<file path="src/sv/tdor_pkg.sv">
// Package for the torus dimension-order route block: item types, control word
// layout, condition codes and the microprogram table used by the sequencer.
// No dependencies.
package tdor_pkg;

   // Field widths of the items and the grid registers.
   localparam int NODE_W = 10;
   localparam int SIDE_W = 6;
   localparam int HOP_W  = 6;
   localparam int COORD_W = 5;
   localparam int DELTA_W = 7;
   localparam int TOTAL_W = 11;
   localparam int PC_W   = 4;

   // Configuration register indexes.
   localparam logic REG_GRID_ROWS = 1'b0;
   localparam logic REG_GRID_COLS = 1'b1;

   // Microprogram addresses.
   localparam logic [PC_W-1:0] PC_CHECK  = 4'd0;
   localparam logic [PC_W-1:0] PC_SOURCE = 4'd1;
   localparam logic [PC_W-1:0] PC_DIV    = 4'd2;
   localparam logic [PC_W-1:0] PC_DELTA  = 4'd3;
   localparam logic [PC_W-1:0] PC_X_TEST = 4'd4;
   localparam logic [PC_W-1:0] PC_X_LOOP = 4'd5;
   localparam logic [PC_W-1:0] PC_Y_TEST = 4'd6;
   localparam logic [PC_W-1:0] PC_Y_LOOP = 4'd7;
   localparam logic [PC_W-1:0] PC_END    = 4'd8;
   localparam logic [PC_W-1:0] PC_ERR    = 4'd9;

   typedef struct packed {
      logic [NODE_W-1:0] src_node;
      logic [NODE_W-1:0] dst_node;
   } req_type;

   typedef struct packed {
      logic [NODE_W-1:0] node;
      logic [HOP_W-1:0]  hop_index;
      logic              last;
      logic              error;
   } rsp_type;

   // Datapath operations selected by the control word.
   typedef enum logic [2:0] {
      OP_NONE     = 3'd0,
      OP_EMIT_SRC = 3'd1,
      OP_DIV      = 3'd2,
      OP_DELTA    = 3'd3,
      OP_STEP_X   = 3'd4,
      OP_STEP_Y   = 3'd5,
      OP_ERR      = 3'd6
   } op_type;

   // Jump conditions tested by the sequencer.
   typedef enum logic [2:0] {
      COND_NEVER    = 3'd0,
      COND_BAD      = 3'd1,
      COND_SAME     = 3'd2,
      COND_DIV_MORE = 3'd3,
      COND_DX_ZERO  = 3'd4,
      COND_DX_MORE  = 3'd5,
      COND_DY_ZERO  = 3'd6,
      COND_DY_MORE  = 3'd7
   } cond_type;

   typedef struct packed {
      op_type            op;
      cond_type          cond;
      logic [PC_W-1:0]   target;
      logic              done;
   } ctrl_type;

   // Status flags from the datapath that the jump conditions look at.
   typedef struct packed {
      logic bad;
      logic same;
      logic div_more;
      logic dx_zero;
      logic dx_more;
      logic dy_zero;
      logic dy_more;
   } flags_type;

   localparam ctrl_type CTRL_IDLE = '{op: OP_NONE, cond: COND_NEVER, target: PC_END, done: 1'b0};

   // The route program: one control word per step.
   function automatic ctrl_type step_rom(input logic [PC_W-1:0] pc);
      ctrl_type w;
      w = CTRL_IDLE;
      case (pc)
         PC_CHECK:  w = '{op: OP_NONE,     cond: COND_BAD,      target: PC_ERR,    done: 1'b0};
         PC_SOURCE: w = '{op: OP_EMIT_SRC, cond: COND_SAME,     target: PC_END,    done: 1'b0};
         PC_DIV:    w = '{op: OP_DIV,      cond: COND_DIV_MORE, target: PC_DIV,    done: 1'b0};
         PC_DELTA:  w = '{op: OP_DELTA,    cond: COND_NEVER,    target: PC_END,    done: 1'b0};
         PC_X_TEST: w = '{op: OP_NONE,     cond: COND_DX_ZERO,  target: PC_Y_TEST, done: 1'b0};
         PC_X_LOOP: w = '{op: OP_STEP_X,   cond: COND_DX_MORE,  target: PC_X_LOOP, done: 1'b0};
         PC_Y_TEST: w = '{op: OP_NONE,     cond: COND_DY_ZERO,  target: PC_END,    done: 1'b0};
         PC_Y_LOOP: w = '{op: OP_STEP_Y,   cond: COND_DY_MORE,  target: PC_Y_LOOP, done: 1'b0};
         PC_END:    w = '{op: OP_NONE,     cond: COND_NEVER,    target: PC_END,    done: 1'b1};
         PC_ERR:    w = '{op: OP_ERR,      cond: COND_NEVER,    target: PC_END,    done: 1'b1};
         default:   w = '{op: OP_NONE,     cond: COND_NEVER,    target: PC_END,    done: 1'b1};
      endcase
      return w;
   endfunction

endpackage

</file>
<file path="src/sv/tdor_seq.sv">
// Microcode sequencer for the torus route block: step counter, program table
// lookup and conditional jumps. Depends on tdor_pkg.
module tdor_seq
   import tdor_pkg::*;
(
   input  logic      clock,
   input  logic      reset,
   input  logic      start,
   input  flags_type flags,
   output logic      busy,
   output ctrl_type  ctrl
);

   logic [PC_W-1:0] pc_ff, pc_in;
   logic            busy_ff, busy_in;
   ctrl_type        word;
   logic            take;

   // Fetch the control word of the current step; nothing runs while idle.
   always_comb begin
      word = step_rom(pc_ff);
      ctrl = busy_ff ? word : CTRL_IDLE;
   end

   // Evaluate the jump condition of the current word.
   always_comb begin
      unique case (ctrl.cond)
         COND_NEVER:    take = 1'b0;
         COND_BAD:      take = flags.bad;
         COND_SAME:     take = flags.same;
         COND_DIV_MORE: take = flags.div_more;
         COND_DX_ZERO:  take = flags.dx_zero;
         COND_DX_MORE:  take = flags.dx_more;
         COND_DY_ZERO:  take = flags.dy_zero;
         COND_DY_MORE:  take = flags.dy_more;
         default:       take = 1'b0;
      endcase
   end

   // Next step: start the program on a new item, stop on a done word.
   always_comb begin
      pc_in   = pc_ff;
      busy_in = busy_ff;
      if (!busy_ff) begin
         if (start) begin
            busy_in = 1'b1;
            pc_in   = PC_CHECK;
         end
      end else if (ctrl.done) begin
         busy_in = 1'b0;
      end else if (take) begin
         pc_in = ctrl.target;
      end else begin
         pc_in = pc_ff + PC_W'(1);
      end
   end

   always_ff @(posedge clock) begin
      if (reset) begin
         busy_ff <= 1'b0;
         pc_ff   <= PC_CHECK;
      end else begin
         busy_ff <= busy_in;
         pc_ff   <= pc_in;
      end
   end

   assign busy = busy_ff;

endmodule

</file>
<file path="src/sv/torus_dimension_order_route.sv">
// Dimension-order route on a 2D torus: emits the node list from source to destination,
// x hops first, then y hops, the shorter way around each ring. Depends on tdor_pkg, tdor_seq.
// Steps: CHECK, then ERR (one error item for off-grid nodes) or SOURCE (the source node,
// the end for equal nodes), then the division, one quotient bit per cycle, DELTA and the
// walk, one route node per cycle. No item is taken while busy. No result stalls.
// Reset is synchronous and active high; it sets the grid to 4 by 4 and idles the block.
module torus_dimension_order_route
   import tdor_pkg::*;
#(
   parameter int MAX_SIDE = 32
)
(
   input  logic              clock,
   input  logic              reset,
   input  logic              start,
   output logic              busy,
   input  req_type           req_item,
   output logic              rsp_valid,
   output rsp_type           rsp_item,
   input  logic              csr_valid,
   output logic              csr_ready,
   input  logic              csr_index,
   input  logic [SIDE_W-1:0] csr_wdata
);

   localparam int DIV_STEPS = NODE_W;
   localparam int CNT_W     = $clog2(DIV_STEPS);

   // Side clamp: zero acts as one, anything above the maximum as the maximum.
   function automatic logic [SIDE_W-1:0] eff_side(input logic [SIDE_W-1:0] v);
      logic [SIDE_W-1:0] r;
      r = v;
      if (v == '0)
         r = SIDE_W'(1);
      else if (v > SIDE_W'(MAX_SIDE))
         r = SIDE_W'(MAX_SIDE);
      return r;
   endfunction

   // Shortest signed offset from a to b on a ring of the given length.
   function automatic logic signed [DELTA_W-1:0] ring_delta(
      input logic [COORD_W-1:0] a,
      input logic [COORD_W-1:0] b,
      input logic [SIDE_W-1:0]  len
   );
      logic signed [DELTA_W-1:0] d, half, len_s;
      d     = signed'({2'b00, b}) - signed'({2'b00, a});
      half  = signed'({2'b00, len[SIDE_W-1:1]});
      len_s = signed'({1'b0, len});
      if (d > half)
         d = d - len_s;
      else if (d < -half)
         d = d + len_s;
      return d;
   endfunction

   ctrl_type  ctrl;
   flags_type flags;
   logic      accept;

   logic [SIDE_W-1:0]  grid_rows_ff, grid_cols_ff;
   logic [SIDE_W-1:0]  rows_ff, cols_ff;
   logic [TOTAL_W-1:0] total_ff;
   logic [NODE_W-1:0]  src_ff, dst_ff;
   logic [NODE_W-1:0]  src_num_ff, dst_num_ff, src_num_in, dst_num_in;
   logic [COORD_W-1:0] src_rem_ff, dst_rem_ff, src_rem_in, dst_rem_in;
   logic [CNT_W-1:0]   div_cnt_ff;
   logic [COORD_W-1:0] x_ff, y_ff, x_in, y_in;
   logic signed [DELTA_W-1:0] dx_ff, dy_ff, dx_in, dy_in;
   logic [NODE_W-1:0]  node_ff, node_in;
   logic [HOP_W-1:0]   hop_ff;
   logic               rsp_valid_ff, rsp_valid_in;
   rsp_type            rsp_item_ff, rsp_item_in;
   logic [SIDE_W-1:0]  src_trial, dst_trial;
   logic               src_ge, dst_ge;
   logic [TOTAL_W-1:0] node_wide;

   assign accept    = start && !busy;
   assign csr_ready = 1'b1;

   tdor_seq u_seq (
      .clock (clock),
      .reset (reset),
      .start (start),
      .flags (flags),
      .busy  (busy),
      .ctrl  (ctrl)
   );

   // Grid registers.
   always_ff @(posedge clock) begin
      if (reset) begin
         grid_rows_ff <= SIDE_W'(4);
         grid_cols_ff <= SIDE_W'(4);
      end else if (csr_valid && csr_ready) begin
         case (csr_index)
            REG_GRID_ROWS: grid_rows_ff <= csr_wdata;
            REG_GRID_COLS: grid_cols_ff <= csr_wdata;
            default: ;
         endcase
      end
   end

   // Status flags for the jump conditions.
   always_comb begin
      flags.bad      = ({1'b0, src_ff} >= total_ff) || ({1'b0, dst_ff} >= total_ff);
      flags.same     = (src_ff == dst_ff);
      flags.div_more = (div_cnt_ff != '0);
      flags.dx_zero  = (dx_ff == '0);
      flags.dx_more  = (dx_ff != DELTA_W'(1)) && (dx_ff != -DELTA_W'(1));
      flags.dy_zero  = (dy_ff == '0);
      flags.dy_more  = (dy_ff != DELTA_W'(1)) && (dy_ff != -DELTA_W'(1));
   end

   // One restoring division step on both nodes by the column count.
   always_comb begin
      src_trial  = {src_rem_ff, src_num_ff[NODE_W-1]};
      dst_trial  = {dst_rem_ff, dst_num_ff[NODE_W-1]};
      src_ge     = (src_trial >= cols_ff);
      dst_ge     = (dst_trial >= cols_ff);
      src_rem_in = src_ge ? COORD_W'(src_trial - cols_ff) : src_trial[COORD_W-1:0];
      dst_rem_in = dst_ge ? COORD_W'(dst_trial - cols_ff) : dst_trial[COORD_W-1:0];
      src_num_in = {src_num_ff[NODE_W-2:0], src_ge};
      dst_num_in = {dst_num_ff[NODE_W-2:0], dst_ge};
   end

   // Route walk: set up coordinates and offsets, then move one hop in x or y and keep the node number in step.
   always_comb begin
      x_in      = x_ff;
      y_in      = y_ff;
      dx_in     = dx_ff;
      dy_in     = dy_ff;
      node_wide = {1'b0, node_ff};
      unique case (ctrl.op)
         OP_DELTA: begin
            x_in      = src_rem_ff;
            y_in      = src_num_ff[COORD_W-1:0];
            dx_in     = ring_delta(src_rem_ff, dst_rem_ff, cols_ff);
            dy_in     = ring_delta(src_num_ff[COORD_W-1:0], dst_num_ff[COORD_W-1:0], rows_ff);
         end
         OP_STEP_X: begin
            if (!dx_ff[DELTA_W-1]) begin
               dx_in = dx_ff - DELTA_W'(1);
               if ({1'b0, x_ff} == cols_ff - SIDE_W'(1)) begin
                  x_in      = '0;
                  node_wide = {1'b0, node_ff} - TOTAL_W'(cols_ff) + TOTAL_W'(1);
               end else begin
                  x_in      = x_ff + COORD_W'(1);
                  node_wide = {1'b0, node_ff} + TOTAL_W'(1);
               end
            end else begin
               dx_in = dx_ff + DELTA_W'(1);
               if (x_ff == '0) begin
                  x_in      = COORD_W'(cols_ff - SIDE_W'(1));
                  node_wide = {1'b0, node_ff} + TOTAL_W'(cols_ff) - TOTAL_W'(1);
               end else begin
                  x_in      = x_ff - COORD_W'(1);
                  node_wide = {1'b0, node_ff} - TOTAL_W'(1);
               end
            end
         end
         OP_STEP_Y: begin
            if (!dy_ff[DELTA_W-1]) begin
               dy_in = dy_ff - DELTA_W'(1);
               if ({1'b0, y_ff} == rows_ff - SIDE_W'(1)) begin
                  y_in      = '0;
                  node_wide = TOTAL_W'(x_ff);
               end else begin
                  y_in      = y_ff + COORD_W'(1);
                  node_wide = {1'b0, node_ff} + TOTAL_W'(cols_ff);
               end
            end else begin
               dy_in = dy_ff + DELTA_W'(1);
               if (y_ff == '0) begin
                  y_in      = COORD_W'(rows_ff - SIDE_W'(1));
                  node_wide = total_ff - TOTAL_W'(cols_ff) + TOTAL_W'(x_ff);
               end else begin
                  y_in      = y_ff - COORD_W'(1);
                  node_wide = {1'b0, node_ff} - TOTAL_W'(cols_ff);
               end
            end
         end
         default: ;
      endcase
      node_in = node_wide[NODE_W-1:0];
   end

   // Result register: one strobe per emitted route node or error item.
   always_comb begin
      rsp_valid_in = 1'b0;
      rsp_item_in  = rsp_item_ff;
      unique case (ctrl.op)
         OP_EMIT_SRC: begin
            rsp_valid_in = 1'b1;
            rsp_item_in  = '{node: src_ff, hop_index: '0, last: flags.same, error: 1'b0};
         end
         OP_STEP_X: begin
            rsp_valid_in = 1'b1;
            rsp_item_in  = '{node: node_in, hop_index: hop_ff + HOP_W'(1),
                             last: !flags.dx_more && flags.dy_zero, error: 1'b0};
         end
         OP_STEP_Y: begin
            rsp_valid_in = 1'b1;
            rsp_item_in  = '{node: node_in, hop_index: hop_ff + HOP_W'(1),
                             last: !flags.dy_more, error: 1'b0};
         end
         OP_ERR: begin
            rsp_valid_in = 1'b1;
            rsp_item_in  = '{node: '0, hop_index: '0, last: 1'b1, error: 1'b1};
         end
         default: ;
      endcase
   end

   // Control registers.
   always_ff @(posedge clock) begin
      if (reset) begin
         rsp_valid_ff <= 1'b0;
         div_cnt_ff   <= '0;
      end else begin
         rsp_valid_ff <= rsp_valid_in;
         if (accept)
            div_cnt_ff <= CNT_W'(DIV_STEPS - 1);
         else if (ctrl.op == OP_DIV)
            div_cnt_ff <= div_cnt_ff - CNT_W'(1);
      end
   end

   // Datapath registers.
   always_ff @(posedge clock) begin
      rsp_item_ff <= rsp_item_in;
      x_ff        <= x_in;
      y_ff        <= y_in;
      dx_ff       <= dx_in;
      dy_ff       <= dy_in;
      if (accept) begin
         src_ff     <= req_item.src_node;
         dst_ff     <= req_item.dst_node;
         src_num_ff <= req_item.src_node;
         dst_num_ff <= req_item.dst_node;
         src_rem_ff <= '0;
         dst_rem_ff <= '0;
         rows_ff    <= eff_side(grid_rows_ff);
         cols_ff    <= eff_side(grid_cols_ff);
         total_ff   <= TOTAL_W'(eff_side(grid_rows_ff) * eff_side(grid_cols_ff));
         node_ff    <= req_item.src_node;
         hop_ff     <= '0;
      end else begin
         if (ctrl.op == OP_DIV) begin
            src_num_ff <= src_num_in;
            dst_num_ff <= dst_num_in;
            src_rem_ff <= src_rem_in;
            dst_rem_ff <= dst_rem_in;
         end
         if (ctrl.op == OP_STEP_X || ctrl.op == OP_STEP_Y) begin
            node_ff <= node_in;
            hop_ff  <= hop_ff + HOP_W'(1);
         end
      end
   end

   assign rsp_valid = rsp_valid_ff;
   assign rsp_item  = rsp_item_ff;

endmodule

</file>
<file path="config.mk">
export PLATFORM = sky130hd
export DESIGN_NAME = torus_dimension_order_route
export DESIGN_NICKNAME = d
export VERILOG_FILES = /design/src/sv/tdor_pkg.sv /design/src/sv/tdor_seq.sv /design/src/sv/torus_dimension_order_route.sv
export SDC_FILE = /design/constraint.sdc
export NUM_CORES = 1
export LEC_CHECK = 0
export BUFFER_PORTS_ARGS = -buffer_cell sky130_fd_sc_hd__buf_2
export CAP_MARGIN = 15
export CORE_UTILIZATION = 32
export CTS_BUF_LIST = sky130_fd_sc_hd__clkbuf_8
export DETAILED_ROUTE_END_ITERATION = 16
export PLACE_DENSITY = 0.56
export SETUP_SLACK_MARGIN = 0.5
export SYNTH_ARGS = -nofsm -noshare
export SYNTH_HDL_FRONTEND = slang
export SYNTH_SLANG_ARGS = --single-unit
</file>
<file path="constraint.sdc">
create_clock -name clock -period 5.85 [get_ports clock]
set_input_delay 0.2925 -clock clock [delete_from_list [all_inputs] [get_ports clock]]
set_output_delay 0.2925 -clock clock [all_outputs]
set_load 0.03 [all_outputs]
</file>
# Yosys cells after proc, flatten, opt, wreduce, memory -nomap -nowiden
# Memories as Yosys holds them, arrays and structs flattened. A register that Yosys moved wholly into a read port is not among the register bits.
# Cells that the tools add are included.
[word_totals]
latchBits = 0
inputBits = 31
word_cells = 171
mem_count = 1
reg_bits = 153
ramBits = 0
output_inout_bits = 21
mem_bits_ro = 176
[memory_table]
columns = ["name", "depth", "word_bits", "rd", "rd_clocked_by_memory_dff", "write_ports", "line_no", "text"]
rows = [
  ["(no name shown)", 16, 11, 1, 1, 0, "tdor_pkg.sv:90", "case (pc)"],
]
[op_classes]
add_sub_neg = 31
bitwise_logic = 1
n_mul = 1
mux = 52
div = 0
magnitude_cmp = 10
eq_ne = 21
n_reduce_logical = 28
shift = 0
[ops]
columns = ["operator", "count"]
rows = [
  ["$mux 10", 12],
  ["$pmux 18 s4", 1],
  ["$mux 7", 6],
  ["$mux 5", 8],
  ["$mux 6", 6],
  ["$mux 4", 8],
  ["$pmux 7 s2", 2],
  ["$ge 10x11->1", 2],
  ["$eq 3x3->1 const B", 7],
  ["$add 10x1->10 const B", 2],
  ["$pmux 10 s2", 1],
  ["$pmux 5 s2", 2],
  ["$sub 10x1->10 const B", 2],
  ["$sub 10x6->10", 2],
  ["$add 6x7->7", 2],
  ["$add 7x2->7 const B", 2],
  ["$logic_not 7->1", 2],
  ["$lt 6x7->1", 2],
  ["$ne 7x1->1 const B", 2],
  ["$ne 7x2->1 const B", 2],
  ["$neg 5->7", 2],
  ["$sub 6x7->7", 2],
  ["$sub 7x2->7 const B", 2],
  ["$eq 3x2->1 const B", 4],
  ["other kinds (33)", 61],
]

# Logic depth before layout (Yosys ltp)
# Gate-level depths: netlist (run 1).
[depth]
depth_word = 8
mapped_depth = 18
depth_no_buf = 18

# Cells and area by module
# A second synthesis (run 1) with hierarchy kept.
[unflattened]
cells_unflattened = 1668
area_unflattened_um2 = 14605.3
[modules_own_cells]
columns = ["mod", "seq_area_each_um2", "cells_per_inst", "area_each_um2", "n_inst"]
rows = [
  ["torus_dimension_order_route", 4113.9, 1554, 13596.8, 1],
  ["tdor_seq", 320.3, 114, 1008.5, 1],
]

# Least setup slack after synthesis (run 1)
# Ideal clock, no wire load.
[synth_timing]
path_kind = "reg-to-reg"
start = "register cols_ff[1]"
end = "register node_ff[8], data pin"
required_time_ps = 5581
period_less_slack_ps = 4146
n_path_buf = 1
setup_ps = 269
path_stages_with_launch = 17
arrival_time_ps = 3877
slack_ps = 1704
path_cell_list = "edfxtp_1 inv_1 ha_1 nor3b_1 xnor2_1 nand3_2 or2_1 buf_2 o21ai_0 ha_1 nand2_1 or3_1 o31ai_1 nor3b_1 xnor2_1 a211oi_1 nand3_1"
[synth_via]
elab_chain_cells = 7
word_cells_on_any_way = 17
cone_classes = "add/sub (7); eq/ne (1); mux (9)"
[synth_rtl]
columns = ["item", "line_no", "text"]
rows = [
  ["start: declaration", "torus_dimension_order_route.sv:62", "logic [SIDE_W-1:0] rows_ff, cols_ff;"],
  ["start signal: assignment", "torus_dimension_order_route.sv:244", "cols_ff <= eff_side(grid_cols_ff);"],
  ["$sub 10x6->10 (tied with other cells)", "torus_dimension_order_route.sv:176", "node_wide = total_ff - TOTAL_W'(cols_ff) + TOTAL_W'(x_ff);"],
  ["$add 10x5->10 (tied with other cells)", "torus_dimension_order_route.sv:176", ""],
  ["$mux 10, on equally long branches", "torus_dimension_order_route.sv:174, torus_dimension_order_route.sv:144, torus_dimension_order_route.sv:153", ""],
  ["$mux 10, on equally long branches", "torus_dimension_order_route.sv:163, torus_dimension_order_route.sv:142", ""],
  ["$pmux 10 s2 *", "torus_dimension_order_route.sv:134", "unique case (ctrl.op)"],
  ["$mux 10 *", "torus_dimension_order_route.sv:255", "if (ctrl.op == OP_STEP_X || ctrl.op == OP_STEP_Y) begin"],
  ["$mux 10 *", "torus_dimension_order_route.sv:236", "if (accept) begin"],
  ["end signal: assignment", "torus_dimension_order_route.sv:246", "node_ff <= req_item.src_node;"],
  ["end signal: assignment", "torus_dimension_order_route.sv:256", "node_ff <= node_in;"],
  ["end: declaration", "torus_dimension_order_route.sv:70", "logic [NODE_W-1:0] node_ff, node_in;"],
]
# Every way passes the cells marked *; elsewhere a longest branch is shown, timed or not. The select of a mux whose other input is x is not followed.
# A chain may end at the register's enable or synchronous reset.

# Final worst setup path (run 1)
# Same ends and word-level chain as after synthesis.

==> flow_summary.json, run 1 <==
{
  "finalMaxSlewViolations": 0,
  "clock_latency_ns": 0.51,
  "cellLeakagePower_nw": 6.63,
  "syn_avg_cell_area_um2": 8.95,
  "drive_above_1_share_pct": 8.78,
  "synthCells": 1576,
  "detail_route.iter0.violations": 949,
  "clk_pin_slew_ns": 0.11,
  "power.ir.vdd_worst_mv": 0.147,
  "status": "complete, no violations",
  "layout.cells.non_filler": 2213,
  "yosysUniqueCellTypes": 93,
  "combined_global_route_utilization_of_all_metal_layers_pct": 17.8,
  "remaining_drc_errors": 0,
  "number_of_buffers_on_the_longest_clock_path": 2,
  "clock_sinks": 164,
  "ios": 52,
  "r2r_slack_ns": 1.19,
  "critical_path_arrival_ns": 4.93,
  "cts_setup_buffers": 0,
  "min_delay_worst_endpoint": "src_ff[1]$_DFFE_PP_",
  "routed_wirelength_um": 39000,
  "grt_first_pass_wirelength_um": 60800,
  "cts_hold_buf": 18,
  "rsz0062_at_grt": "false",
  "timing.max_cap.violations": 0,
  "ant_nets": 0,
  "startpoint_type_of_the_worst_setup_path": "flop",
  "grt_start_max_net_pins": 56,
  "worstReg2RegEnd": "node_ff[8]$_DFFE_PP_",
  "yosysSeqAreaShare_pct": 31.4,
  "setup_tns_ns": 0,
  "power_density_nw_per_um2": 216,
  "detailedRoute.firstPassIterationCount": 5,
  "ctsRootBufferMaster": "clkbuf_8",
  "tritoncts": "yes",
  "route.vias.total": 11282,
  "synth.ff_latch_count": 164,
  "yosys_most_used_dff": "edfxtp_1",
  "antenna-diode-count": 0,
  "die_width_um": 212,
  "cts_repair_resize_count": 0,
  "syn2layout_area_growth_pct": 10.0,
  "worstMarginPinSlew_ns": 1.13,
  "most_frequent_cells_in_the_layout": "nand2_1 (164), ha_1 (158), inv_1 (145), nor2_1 (122), edfxtp_1 (115)",
  "cell_type_contributing_the_most_total_cell_area_after_synthesis": "edfxtp_1",
  "final_common_cell": "nand2_1",
  "critical_path_endpoint_category": "flop",
  "yosys.area.top_type_share_pct": 24.5,
  "worst_setup_skew_after_layout_ns": 0.0248,
  "period_share_pct": 79.6,
  "avgViaCountPerCell": 5.10,
  "max_clock_freq_mhz": 215,
  "placed_cells_incl_taps": 2161,
  "design.die.area_um2": 44900,
  "worst-r2r-cell-count": 16,
  "max-slew-margin-rel_pct": 24.3,
  "gp_routability_congestion": 0.913,
  "wp_data_required_ns": 6.12,
  "post-dp-hpwl_um": 30400,
  "setup_viol": 0,
  "design.core.area_um2": 43300,
  "synth_top_cells_by_area": "edfxtp_1 (24%), ha_1 (14%), dfxtp_1 (7.0%)",
  "min_from": "req_item[11]",
  "hold_depth": 1,
  "period_needed_ns": 4.66,
  "buffer_ports.inserted": 50,
  "async_flop_share_pct": 0,
  "worstPathMaxFanout": 10,
  "cts_inserted_buffers": 17,
  "grt_antenna_before_repair": 1,
  "wl_per_cell_um": 17.6,
  "site_row_count": 76,
  "overflow": 0,
  "worst_hold_class": "input port to flop",
  "reg2reg_from": "cols_ff[1]$_DFFE_PP_",
  "post_synth_instance_area_um2": 14100,
  "design.final.nets": 1835,
  "grt_pass1_vias": 10884,
  "initial_utilization_pct": 32.6,
  "timing_worst_setup_path_type": "flop to flop",
  "clock_tree.htree_level_count": 4,
  "number_of_synthesized_flops_with_an_enable_pin": 115,
  "yosys_warnings": 0,
  "die_y_um": 212,
  "synth.net_count": 1796,
  "timing_hold_violations_final": 0
}
## cell families (layout without fill, tap and decap cells)
logic type | count (synthesis) | count (layout) | synth area share [%]
AOI/OAI and AO/OA | 344 | 344 | 16.4
xor gates and xnor gates | 127 | 127 | 7.98
adders and majority gates | 189 | 189 | 18.4
buffers and inverters | 212 | 264 | 5.98
DFF | 164 | 164 | 31.4
muxes | 25 | 25 | 1.87
other | 1 | 1 | 0.0266
and+or+nand+nor | 514 | 514 | 17.9
## final cells by class
class | count | area (µm²)
clock buffers | 18 | 248
repair buffers | 83 | 553
inverters | 149 | 559
well taps | 585 | 732
flip-flops and latches | 164 | 4430
multi-input cells | 1200 | 8840
clock inverters | 14 | 164
fillers | 4399 | 27700
## critical path, cell delays in order, from the launching register on
cell	delay [ns]
edfxtp_1	0.38
buf_4	0.21
inv_1	0.35
ha_1	0.27
nor3b_1	0.35
xnor2_1	0.18
nand3_2	0.17
or2_1	0.35
o21ai_0	0.24
ha_1	0.28
nand2_1	0.08
or3_1	0.32
o31ai_1	0.36
nor3b_1	0.30
xnor2_1	0.11
a211oi_1	0.35
nand3_1	0.12
## layer usage
layer / global-route usage [%] / routed length (µm)
met5: 0 / 9
met4: 5.20 / 714
met3: 2.73 / 1610
met2: 29.3 / 18300
met1: 23.9 / 18400
## Yosys cell counts, types with 8 or more instances
cell / number
clkbuf_1: 47
nor2b_1: 22
nand2_1: 164
inv_1: 146
o21ai_0: 69
a31oi_1: 9
or2_2: 11
o21bai_1: 12
a21oi_1: 90
xnor2_1: 77
and2_1: 16
nand2b_1: 22
ha_1: 158
nor2_1: 122
or3_1: 11
o22ai_1: 8
a211oi_1: 14
a21o_1: 23
mux2i_1: 23
o21a_1: 17
nor3_1: 29
and3_1: 10
o211ai_1: 20
edfxtp_1: 115
nand3_1: 48
dfxtp_1: 49
nand4_1: 11
fa_1: 31
nor3b_1: 10
xor2_1: 49
nor4_1: 9
## per-stage QoR
step / worst slack, ns / power, mW / util [%] / instance area [µm²] / hold WS (ns)
after global placement: 1.31 / 2.45 / 34.5 / 14900 / 0.458
after global routing: 0.733 / 3.56 / 35.9 / 15500 / 0.00394
after floorplan: 1.70 / 2.19 / - / 14100 / 0.368
after detailed placement: 1.16 / 2.46 / 34.5 / 14900 / 0.476
after CTS: 1.16 / 3.37 / 35.8 / 15500 / 0.00227
final: 1.19 / 3.35 / 35.9 / 15500 / 0.0273
## how the worst max path moves through the flow
stage                          from  slack, ns              endpoint
2_1_floorplan  cols_ff[1]$_DFFE_PP_       1.70  node_ff[8]$_DFFE_PP_
4_1_cts        cols_ff[1]$_DFFE_PP_       1.16  node_ff[8]$_DFFE_PP_
5_1_grt        cols_ff[1]$_DFFE_PP_       0.73  node_ff[8]$_DFFE_PP_
3_3_place_gp   cols_ff[1]$_DFFE_PP_       1.31  node_ff[8]$_DFFE_PP_
6_report       cols_ff[1]$_DFFE_PP_       1.19  node_ff[8]$_DFFE_PP_
3_5_place_dp   cols_ff[1]$_DFFE_PP_       1.16  node_ff[8]$_DFFE_PP_
## state kept, by name, summed over array words and instances (netlist names), 6 cells and up
name,count
rsp_item,18
total_ff,11
u_seq.word,11
dst_ff,10
dst_num_ff,10
node_ff,10
src_ff,10
src_num_ff,10
dx_ff,7
dy_ff,7
cols_ff,6
grid_cols_ff,6
grid_rows_ff,6
hop_ff,6
rows_ff,6
## power by group
group	internal (mW)	switching [mW]
combinational	0.428	0.619
clock	0.403	0.497
sequential	1.33	0.0821
total	2.16	1.20
No activity file was read; power rests on OpenSTA's default activity.
==> inputs of run 2 (changes only) <==
ABC_AREA = 1   (was not set)
clock period = 4.5 ns   (was 5.85 ns; I/O delays follow)
==> run 2 against run 1 <==
  * Design area rose by 4.2%
  * Final cell count grew 17%
  * Critical path type unchanged
  * Sequential share of layout area is 1.1 points lower
  * Highest routed layer is now met4
  * Largest cell class unchanged
==> flow_summary.json, run 2 <==
{
  "power.ir.vdd_worst_mv": 0.248,
  "grt_antenna_before_repair": 0,
  "yosys.area.top_type_share_pct": 24.0,
  "p_sw_share_pct": 38.2,
  "clk_pin_slew_ns": 0.10,
  "detailedRoute.firstPassIterationCount": 7,
  "cts_inserted_buffers": 17,
  "ios": 52,
  "wl_per_cell_um": 16.1,
  "p_switching_mw": 1.76,
  "die_width_um": 214,
  "rsz0062_at_grt": "true",
  "number_of_buffers_on_the_longest_clock_path": 2,
  "initial_utilization_pct": 32.5,
  "setup_viol": 0,
  "clock_sinks": 164,
  "fin_ws_ns": 0.587,
  "syn2layout_area_growth_pct": 12.6,
  "critical_path_arrival_ns": 4.22,
  "buffer_ports.inserted": 50,
  "internal-power_mw": 2.85,
  "combined_global_route_utilization_of_all_metal_layers_pct": 18.6,
  "grt_pass1_vias": 12720,
  "ctsRootBufferMaster": "clkbuf_8",
  "clock_tree.htree_level_count": 4,
  "max_clock_freq_mhz": 256,
  "fill_cell_instance_count_of_the_final_layout": 4586,
  "die_y_um": 214,
  "ant_nets": 0,
  "worst_setup_skew_after_layout_ns": 0.0139,
  "avgViaCountPerCell": 4.97,
  "power.combinational.fraction_pct": 34.5,
  "antenna-diode-count": 0,
  "yosysSeqAreaShare_pct": 30.8,
  "yosys_most_used_dff": "edfxtp_1",
  "final_design_area_no_fill_um2": 16200,
  "post_synth_instance_area_um2": 14400,
  "timing_hold_violations_final": 0,
  "design.die.area_um2": 45800,
  "grt_first_pass_wirelength_um": 66900,
  "design.core.area_um2": 44200,
  "most_frequent_cells_in_the_layout": "nand2_1 (395), inv_1 (279), ha_1 (157), nor2_1 (155), nand3_1 (139)",
  "place_area_um2": 15300,
  "status": "complete, no violations",
  "detail_route.iter0.violations": 882,
  "gp_routability_congestion": 0.866,
  "synthCells": 1897,
  "worst_slack_at_placement_ns": 0.259,
  "cell_type_contributing_the_most_total_cell_area_after_synthesis": "edfxtp_1",
  "setup_tns_ns": 0,
  "cellLeakagePower_nw": 7.72,
  "final_common_cell": "nand2_1",
  "worst_hold_class": "input port to flop",
  "netlist_top_cells_count": "nand2_1 (402), inv_1 (282), ha_1 (158)",
  "grt_start_max_net_pins": 41,
  "design.final.nets": 2201,
  "period_needed_ns": 3.91,
  "worstMarginPinSlew_ns": 0.912,
  "drive_above_1_share_pct": 9.93,
  "timing_worst_setup_path_type": "flop to flop",
  "critical_path_endpoint_category": "flop",
  "power.total_mw": 4.61,
  "synth.net_count": 2117,
  "sequentialPowerShare_pct": 39.6,
  "storage_cell_area_um2": 4440,
  "max-slew-margin-rel_pct": 39.0,
  "yosys_warnings": 0,
  "largest_register_ffs": 18,
  "multi_input_gate_area_um2": 8690,
  "timing.hold.ws_ns": 0.0720,
  "synth.most_common_cell": "nand2_1",
  "site_row_count": 77,
  "overflow": 0,
  "worstPathMaxFanout": 4,
  "power.share.clock_pct": 25.8,
  "startpoint_type_of_the_worst_setup_path": "flop",
  "syn_avg_cell_area_um2": 7.58,
  "clock_latency_ns": 0.55,
  "remaining_drc_errors": 0,
  "wp_data_required_ns": 4.81,
  "finalMaxSlewViolations": 0,
  "routed_wirelength_um": 41600,
  "timing.max_cap.violations": 0,
  "tritoncts": "yes",
  "power_density_nw_per_um2": 285,
  "synth_top_cells_by_area": "edfxtp_1 (24%), ha_1 (14%), nand2_1 (10%)",
  "number_of_synthesized_flops_with_an_enable_pin": 115,
  "post-dp-hpwl_um": 33100,
  "async_flop_share_pct": 0,
  "yosysUniqueCellTypes": 57,
  "route.vias.total": 12849,
  "period_share_pct": 87.0,
  "synth.ff_latch_count": 164
}
## run 2: path summary, 6_finish.rpt
| check | start | to | slack (ns) | depth (start not counted) |
|---|---|---|---|---|
| max | grid_rows_ff[1]$_SDFFE_PP0P_ | total_ff[10]$_DFFE_PP_ | 0.59 | 17 |
| max reg2reg | grid_rows_ff[1]$_SDFFE_PP0P_ | total_ff[10]$_DFFE_PP_ | 0.59 | 17 |
| min reg2reg | grid_cols_ff[0]$_SDFFE_PP0P_ | grid_cols_ff[0]$_SDFFE_PP0P_ | 0.49 | 2 |
| min | csr_index | grid_rows_ff[1]$_SDFFE_PP0P_ | 0.07 | 4 |
## run 2: cells by family after synthesis
kind of cell               after synthesis  share of synthesized area (%)
adders and majority gates              189                           18.1
buffers and inverters                  341                           9.24
AOI/OAI and AO/OA                      325                           12.8
and+or+nand+nor                        809                           24.9
other                                    1                         0.0261
xor gates and xnor gates                68                           4.14
DFF                                    164                           30.8
## run 2: timing repair
item / 4_1_cts / 5_1_grt
pin swaps: 6 / 16
endpoints found under the hold margin: 48 / 0
hold buffers: 28 / 0
setup endpoints to repair: 3 / 5
gates resized for setup: 14 / 16
buffers inserted: 4 / 5
## run 2: metrics by stage
| step | cells | utilization [%] |
|---|---|---|
| 6_report | 2586 | 36.6 |
| 5_1_grt | 2586 | 36.6 |
| 4_1_cts | 2581 | 36.4 |
| 3_5_place_dp | 2517 | 34.7 |
| 3_3_place_gp | 2517 | 34.7 |
| 2_1_floorplan | 1897 | - |
## run 2: cell type report
| type | instances | area share, % |
|---|---|---|
| Sequential cell | 164 | 27.4 |
| Multi-Input combinational cell | 1392 | 53.7 |
| Timing Repair Buffer | 110 | 4.79 |
| Clock inverter | 15 | 1.15 |
| Inverter | 296 | 6.92 |
| Tap cell | 592 | 4.58 |
| Clock buffer | 17 | 1.45 |
## run 2: power groups by stage
| stage | Clock (mW) | Sequential, mW | Combinational, mW |
|---|---|---|---|
| 2_1_floorplan | 0 | 1.84 | 1.16 |
| 3_3_place_gp | 0 | 1.86 | 1.51 |
| 3_5_place_dp | 0 | 1.86 | 1.54 |
| 4_1_cts | 1.23 | 1.83 | 1.58 |
| 5_1_grt | 1.28 | 1.84 | 1.82 |
| 6_report | 1.19 | 1.83 | 1.59 |
## run 2: layer usage
| metal | wire (µm) | global-route usage (%) |
|---|---|---|
| met1 | 18600 | 23.2 |
| met2 | 19400 | 31.1 |
| met3 | 2000 | 3.21 |
| met4 | 1590 | 9.02 |
| met5 | 0 | 0 |
## run 2: worst max-delay path, stage by stage, from the launching register on
cell,delay [ns]
dfxtp_4,0.36
nor3_4,0.18
nand3_2,0.14
nand2_4,0.13
nand2_4,0.08
nor2_1,0.15
fa_1,0.46
fa_1,0.54
inv_1,0.05
fa_1,0.52
inv_1,0.04
ha_1,0.34
a21oi_1,0.14
inv_1,0.06
a21oi_2,0.13
o21ai_1,0.08
a21oi_1,0.15
xnor2_1,0.09
